**src/hw/rtl/fbtc_pkg.sv**
```systemverilog
`default_nettype none
package fbtc_pkg;

  localparam int unsigned GLYPH_COUNT    = 128;
  localparam int unsigned MAX_GLYPH_ROWS = 32;
  localparam int unsigned GLYPH_WIDTH    = 8;
  localparam int unsigned STORE_DEPTH    = GLYPH_COUNT * MAX_GLYPH_ROWS;
  localparam int unsigned FONT_AW        = $clog2(STORE_DEPTH);
  localparam int unsigned GROW_W         = $clog2(MAX_GLYPH_ROWS);
  localparam int unsigned CODE_W         = $clog2(GLYPH_COUNT);

  localparam logic [7:0] NEWLINE_CODE = 8'd10;

  // configuration register indexes
  localparam int unsigned CFG_IDX_W = 3;
  localparam logic [CFG_IDX_W-1:0] CFG_PIXEL_FORMAT = 3'd0;
  localparam logic [CFG_IDX_W-1:0] CFG_FRAME_BASE   = 3'd1;
  localparam logic [CFG_IDX_W-1:0] CFG_LINE_PITCH   = 3'd2;
  localparam logic [CFG_IDX_W-1:0] CFG_SCREEN_WIDTH = 3'd3;
  localparam logic [CFG_IDX_W-1:0] CFG_GLYPH_HEIGHT = 3'd4;
  localparam logic [CFG_IDX_W-1:0] CFG_FG_COLOR     = 3'd5;
  localparam logic [CFG_IDX_W-1:0] CFG_BG_COLOR     = 3'd6;

  // pixel format codes
  localparam logic [1:0] PF_8  = 2'd0;
  localparam logic [1:0] PF_16 = 2'd1;
  localparam logic [1:0] PF_24 = 2'd2;
  localparam logic [1:0] PF_32 = 2'd3;

  localparam logic [1:0]  RST_PIXEL_FORMAT = PF_32;
  localparam logic [31:0] RST_FRAME_BASE   = 32'h0000_0000;
  localparam logic [15:0] RST_LINE_PITCH   = 16'd4096;
  localparam logic [13:0] RST_SCREEN_WIDTH = 14'd1024;
  localparam logic [5:0]  RST_GLYPH_HEIGHT = 6'd16;
  localparam logic [31:0] RST_FG_COLOR     = 32'hffff_ffff;
  localparam logic [31:0] RST_BG_COLOR     = 32'h0000_0000;

  typedef struct packed {
    logic        command;
    logic [7:0]  char_code;
    logic [11:0] font_address;
    logic [7:0]  font_byte;
  } in_item_t;

  typedef struct packed {
    logic [31:0] row_address;
    logic [31:0] pixel_0;
    logic [31:0] pixel_1;
    logic [31:0] pixel_2;
    logic [31:0] pixel_3;
    logic [31:0] pixel_4;
    logic [31:0] pixel_5;
    logic [31:0] pixel_6;
    logic [31:0] pixel_7;
    logic        last_row;
  } out_item_t;

  typedef struct packed {
    logic font_write;
    logic capture;
    logic prep;
    logic mul_line;
    logic mul_pitch;
    logic base;
    logic load_row;
  } ctrl_cmd_t;

  typedef struct packed {
    logic is_newline;
    logic is_skip;
    logic row_last;
    logic load_ok;
  } ctrl_status_t;

endpackage
`default_nettype wire

```
**src/hw/rtl/fbtc_ctrl.sv**
```systemverilog
`default_nettype none
module fbtc_ctrl import fbtc_pkg::*; (
  input  wire logic         clk_i,
  input  wire logic         rst_ni,
  input  wire logic         in_valid_i,
  input  wire logic         in_command_i,
  output logic              in_stall_o,
  input  wire ctrl_status_t status_i,
  output ctrl_cmd_t         cmd_o
);

  localparam logic [2:0] S_IDLE = 3'd0;
  localparam logic [2:0] S_PREP = 3'd1;
  localparam logic [2:0] S_MUL1 = 3'd2;
  localparam logic [2:0] S_MUL2 = 3'd3;
  localparam logic [2:0] S_BASE = 3'd4;
  localparam logic [2:0] S_ROW  = 3'd5;

  logic [2:0] state_q, state_d;
  logic       accept;

  assign in_stall_o = (state_q != S_IDLE);
  assign accept     = in_valid_i && (state_q == S_IDLE);

  always_comb begin
    cmd_o            = '0;
    cmd_o.font_write = accept && in_command_i;
    cmd_o.capture    = accept && !in_command_i;
    cmd_o.prep       = (state_q == S_PREP);
    cmd_o.mul_line   = (state_q == S_MUL1);
    cmd_o.mul_pitch  = (state_q == S_MUL2);
    cmd_o.base       = (state_q == S_BASE);
    cmd_o.load_row   = (state_q == S_ROW) && status_i.load_ok;
  end

  always_comb begin
    state_d = state_q;
    unique case (state_q)
      S_IDLE: begin
        if (accept && !in_command_i) state_d = S_PREP;
      end
      S_PREP: begin
        // newline and blank cells only move the cursor
        if (status_i.is_newline || status_i.is_skip) state_d = S_IDLE;
        else state_d = S_MUL1;
      end
      S_MUL1: state_d = S_MUL2;
      S_MUL2: state_d = S_BASE;
      S_BASE: state_d = S_ROW;
      S_ROW: begin
        if (status_i.load_ok && status_i.row_last) state_d = S_IDLE;
      end
      default: state_d = S_IDLE;
    endcase
  end

  always_ff @(posedge clk_i or negedge rst_ni) begin
    if (!rst_ni) begin
      state_q <= S_IDLE;
    end else begin
      state_q <= state_d;
    end
  end

  a_print_starts: assert property (@(posedge clk_i) disable iff (!rst_ni)
    (in_valid_i && !in_stall_o && !in_command_i) |=> (state_q == S_PREP))
    else $error("print transfer did not start glyph preparation");

  a_no_glyph_rows: assert property (@(posedge clk_i) disable iff (!rst_ni)
    (state_q == S_PREP && (status_i.is_newline || status_i.is_skip)) |=> (state_q == S_IDLE))
    else $error("newline or blank cell did not return to idle");

  a_font_write_idle: assert property (@(posedge clk_i) disable iff (!rst_ni)
    cmd_o.font_write |=> (state_q == S_IDLE))
    else $error("font write left idle");

endmodule
`default_nettype wire

```
**config.mk**
```make
export PLATFORM = sky130hd
export DESIGN_NAME = fbtc_ctrl
export DESIGN_NICKNAME = d
export VERILOG_FILES = /design/src/hw/rtl/fbtc_pkg.sv /design/src/hw/rtl/fbtc_ctrl.sv
export SDC_FILE = /design/constraint.sdc
export NUM_CORES = 1
export LEC_CHECK = 0
export BUFFER_PORTS_ARGS = -buffer_cell sky130_fd_sc_hd__buf_2
export CAP_MARGIN = 20
export CORE_AREA = 2 2 39 41
export CTS_BUF_LIST = sky130_fd_sc_hd__clkbuf_4 sky130_fd_sc_hd__clkbuf_8
export DETAILED_ROUTE_END_ITERATION = 6
export DIE_AREA = 0 0 41 43
export PLACE_DENSITY = 0.45
export SYNTH_ARGS = -nofsm -noshare
export SYNTH_HDL_FRONTEND = slang
export SYNTH_SLANG_ARGS = --single-unit
export TNS_END_PERCENT = 100
```
**constraint.sdc**
```tcl
create_clock -name clk_i -period 3.7 [get_ports clk_i]
set_clock_uncertainty 0.1 [all_clocks]
set_input_delay 0.74 -clock clk_i [delete_from_list [all_inputs] [get_ports clk_i]]
set_output_delay 0.74 -clock clk_i [all_outputs]
set_load 0.1 [all_outputs]
```
==> summary.txt, run 1 <==
Yosys
  • Post-Syn Area per Cell: 8.65 µm²
  • Syn Nets: 32
  • Cell variety after synth: 15
  • #FFs+latches synth: 3
  • Post-synthesis sequential area ratio: 0.361
  • Mapped cell area: 208 µm²
  • Yosys warnings: 0
  • Synth Instances: 24

Job
  • MaxCap Viol Count: 0

Place
  • RePlAce Congestion: 0.580
  • PortBufs: 15
  • Post-detailed-placement half-perimeter wirelength: 398 µm

GRT
  • First-pass GRT wire length: 862 µm
  • Vias in the first global route: 195
  • Antenna violations before repair: 0
  • GR Overflow Total: 0
  • Global Route Usage Sum: 0.0775
  • Largest net degree at the start of global routing: 10

Critical path
  • CP Capture Type: output pin
  • Req. time, crit path: 2860 ps
  • Crit Path Class: input pin to output pin
  • Critical Path AT: 1800 ps
  • Startpoint Class: input pin
  • Worst-path maximum fanout: 2

Timing
  • Final worst path period share: 0.714
  • Count of pins over their slew limit: 0
  • FMAX: 0.378 GHz
  • Worst-margin pin slew: 484 ps
  • Setup TNS: 0 ps
  • Final setup fails: 0
  • Hold_ws: 196 ps
  • Unrepaired setup endpoints after global routing: false
  • Post-layout min period: 2640 ps
  • Slew HR: 0.679
  • Final Hold Fails: 0

Cells and area
  • Largest regs: state_q (3)
  • Most common cell after layout, fill and taps aside: buf_2
  • Layout cell share with drive strength beyond 1: 0.535
  • Finished Core Util: 0.241
  • Filler cells: 158
  • Commonest non-fill, non-tap cells in the layout: buf_2, nor2_1, clkbuf_4, dfrtp_1
  • Most flops, register: state_q
  • Number of flip-flops in the largest register: 3
  • Area growth syn-to-layout: 60.2%
  • Final net count: 52
  • Ant diodes: 0

Clocking
  • Max clock buf depth: 2
  • Htree depth: 1
  • Resize count post-CTS: 0
  • Post-CTS Setup Repair Bufs: 0
  • Worst-skew pair later-pin latency: 230 ps
  • Num Clock Sinks: 3
  • Root Buffer: clkbuf_4
  • CTS Hold Bufs: 0
  • Cts bufs inserted: 3
  • CTS tree: done
  • Reg clk slew, reported paths: 40 ps

Status
  • Run status: finished, final reports clean

Route
  • WL/cell: 9.08 µm
  • Via count: 234
  • First-pass iteration count of the detailed router: 2
  • Antenna-violating nets left: 0
  • DRC violations left: 0
  • Post-Route WL: 536 µm
  • Via-to-Cell Ratio: 3.97
  • Initial DRC Count: 1

Min path
  • Worst hold path class: input pin to async pin

Floorplanning
  • IO Pins: 16
  • Die width: 41 µm
  • Die area: 0.00176 mm²
  • Rows: 14
  • Starting Density: 0.150
  • Die H: 43 µm
  • Core area: 0.00138 mm²
## layer usage
layer / up-vias / track usage / wire length, µm
met4: 0 / 0.0200 / 0
met5: - / 0 / 0
met1: 97 / 0.117 / 291
li1: 125 / - / -
met3: 0 / 0.0681 / 52
met2: 12 / 0.0781 / 193
## path summary, 6_finish.rpt
kind	startpoint	endpoint	slack, ps	cells after the start
hold reg to reg	state_q[0]$_DFFE_PN0P_	state_q[0]$_DFFE_PN0P_	530	1
max in group asynchronous	rst_ni	state_q[1]$_DFFE_PN0P_	3200	1
min in group clk_i	state_q[0]$_DFFE_PN0P_	state_q[0]$_DFFE_PN0P_	530	1
hold / removal	rst_ni	state_q[2]$_DFFE_PN0P_	200	1
setup reg to reg	state_q[2]$_DFFE_PN0P_	state_q[0]$_DFFE_PN0P_	2520	2
setup / recovery	in_valid_i	cmd_o[6]	1060	4
## critical path: stages
cell and delay, ps:
buf_2 80, or4b_1 450, nor2_1 100, buf_2 430
## through the flow
step           setup slack (ps)  area, µm²  std cells
6_report                   1060        333         59
3_5_place_dp               1070        303         55
5_1_grt                    1000        333         59
4_1_cts                    1060        333         59
3_3_place_gp               1060        303         55
2_1_floorplan               149        208         24
## synth_stat cells
cell type	instances	area share
nor2_1	6	0.11
nor3b_1	2	0.072
a21o_1	1	0.036
a21bo_2	1	0.048
o21bai_1	1	0.036
inv_1	1	0.018
a221oi_1	1	0.042
or3_2	1	0.036
and3b_2	1	0.048
or4b_1	1	0.048
nand2_1	1	0.018
and3_2	1	0.036
and2_1	1	0.030
dfrtp_1	3	0.36
nand2b_1	2	0.060
## layout make-up
cell class              instances  area (µm²)  area share
multi-input cells              20         129       0.387
flip-flops and latches          3        75.1       0.226
repair buffers                 15        75.1       0.226
clock buffers                   4        30.0      0.0902
well taps                      16        20.0      0.0602
inverters                       1        3.75      0.0113
## cells by family after synthesis
group | after synthesis | share of synthesized area
and+or+nand+nor | 16 | 0.458
buffers and inverters | 1 | 0.0181
AOI/OAI and AO/OA | 4 | 0.163
DFF | 3 | 0.361
Power of run 1 is left out: the tool's default activity adds up to more than one toggle a clock period on the data nets, which glitch-free logic cannot reach.
==> run 2, diff against run 1 <==
Clock period 3.7 ns to 2.49 ns, I/O delays scaled along.
==> run 2 against run 1 <==
Against the previous run:
- critical path depth down 1
- register-to-register slack worse by 1200 ps
- die area is the same
- critical endpoint is now cmd_o[5]
- setup slack lost 820 ps
- non-clock buffer count grew 1
- critical path type is now flip-flop to output pin
- via count is 0.43% higher
- sequential cell count unchanged
- global-route usage shrank 1.4 points
==> summary.txt, run 2 (synthesized netlist as in run 1, its figures left out) <==
GRT
  • Antenna violations before repair: 0
  • First-pass GRT wire length: 752 µm
  • Largest net degree at the start of global routing: 10
  • Global Route Usage Sum: 0.0633
  • GR Overflow Total: 0
  • Vias in the first global route: 219

Cells and area
  • Final net count: 53
  • Most flops, register: state_q
  • Multi-input gate area: 139 µm²
  • Sequential cell area: 75.1 µm²
  • Most common cell after layout, fill and taps aside: buf_2
  • Commonest non-fill, non-tap cells in the layout: buf_2, nor2_1, clkbuf_4, dfrtp_1
  • Ant diodes: 0
  • Largest regs: state_q (3)
  • Layout cell share with drive strength beyond 1: 0.568
  • Number of flip-flops in the largest register: 3
  • Area growth syn-to-layout: 84.3%
  • Filler cells: 154

Clocking
  • Resize count post-CTS: 0
  • Worst-skew pair later-pin latency: 230 ps
  • Cts bufs inserted: 3
  • Root Buffer: clkbuf_4
  • Post-CTS Setup Repair Bufs: 0
  • Reg clk slew, reported paths: 30 ps
  • CTS tree: done
  • Htree depth: 1
  • Max clock buf depth: 2
  • Num Clock Sinks: 3
  • CTS Hold Bufs: 1

Floorplanning
  • Die width: 41 µm
  • IO Pins: 16
  • Rows: 14
  • Die area: 0.00176 mm²
  • Starting Density: 0.150
  • Core area: 0.00138 mm²
  • Die H: 43 µm

Route
  • Via-to-Cell Ratio: 3.92
  • First-pass iteration count of the detailed router: 1
  • DRC violations left: 0
  • Via count: 235
  • WL/cell: 8.65 µm
  • Initial DRC Count: 0
  • Antenna-violating nets left: 0
  • Post-Route WL: 519 µm

Critical path
  • Critical path's slowest cell: or4b_1
  • Worst-path maximum fanout: 9
  • R2R cell count: 2
  • WP buf/inv: 1
  • Startpoint Class: flip-flop
  • Top cell family by delay on the critical path: simple AND/OR/NAND/NOR gates
  • FF-to-FF End: state_q[0]$_DFFE_PN0P_
  • Worst R2R Start: state_q[2]$_DFFE_PN0P_
  • Largest stage delay, worst path: 570 ps
  • Req. time, crit path: 1890 ps
  • Critical Path AT: 1650 ps
  • CP Capture Type: output pin
  • Worst path cell trace: or4b_1 > nor2_1 > buf_12
  • Crit. Startpoint: state_q[0]$_DFFE_PN0P_
  • Crit Path Class: flip-flop to output pin
  • Reg2Reg Setup Slack: 1320 ps

Job
  • MaxCap Viol Count: 0

Timing
  • Final worst setup slack: 240 ps
  • Unrepaired setup endpoints after global routing: false
  • Final Hold Fails: 0
  • Post-layout min period: 2250 ps
  • Worst-margin pin slew: 491 ps
  • FMAX: 0.444 GHz
  • Count of pins over their slew limit: 0
  • Final worst path period share: 0.904
  • Final setup fails: 0
  • Slew HR: 0.675

Min path
  • WHS Endpoint: state_q[0]$_DFFE_PN0P_
  • Critical hold path startpoint: in_valid_i
  • Worst hold path class: input pin to flip-flop
  • WHS Path Cells: 3

Status
  • Run status: finished, final reports clean

Place
  • Place WS: 448 ps
  • PortBufs: 15
  • RePlAce Congestion: 0.629
## run 2: cell types whose count changed in the layout (fill, tap and decap cells not counted)
cell / before / now
buf_2: 15 / 13
nor3b_1: 2 / 0
nor3b_2: 0 / 2
buf_12: 0 / 2
dlygate4sd3_1: 0 / 1
## run 2: per-layer routing
metal  vias to the layer above  routed length (µm)  track usage
met1                       102                 191       0.0677
li1                        125                   -            -
met3                         0                  37            0
met2                         8                 289        0.103
met5                         -                   0            0
met4                         0                   0       0.0600
## run 2: worst min-delay path, stage by stage
cell and delay [ps]:
buf_2 100, nand2b_1 60, a221oi_1 70
## run 2: final cells by class
type	count	area share
clock buffer	4	0.0784
inverter	1	0.00980
multi-input combinational	20	0.363
sequential	3	0.196
tap	16	0.0523
timing repair buffer	16	0.301
## run 2: stage by stage
stage	cells	hold slack, ps	area [µm²]	setup TNS (ps)	utilization
after floorplan	24	102	218	-687	-
after global placement	55	195	343	0	0.248
after detailed placement	55	195	343	0	0.248
after CTS	60	458	383	0	0.277
after global routing	60	479	383	0	0.277
final	60	453	383	0	0.277
## run 2: worst max-delay path by stage
stage                           to  slack, ps  cells after the start
after floorplan           cmd_o[5]       -340                      2
after global placement    cmd_o[6]        450                      4
after detailed placement  cmd_o[6]        450                      4
after CTS                 cmd_o[5]        220                      3
after global routing      cmd_o[5]        120                      3
final                     cmd_o[5]        240                      3
Power of run 2 is left out for the same reason.
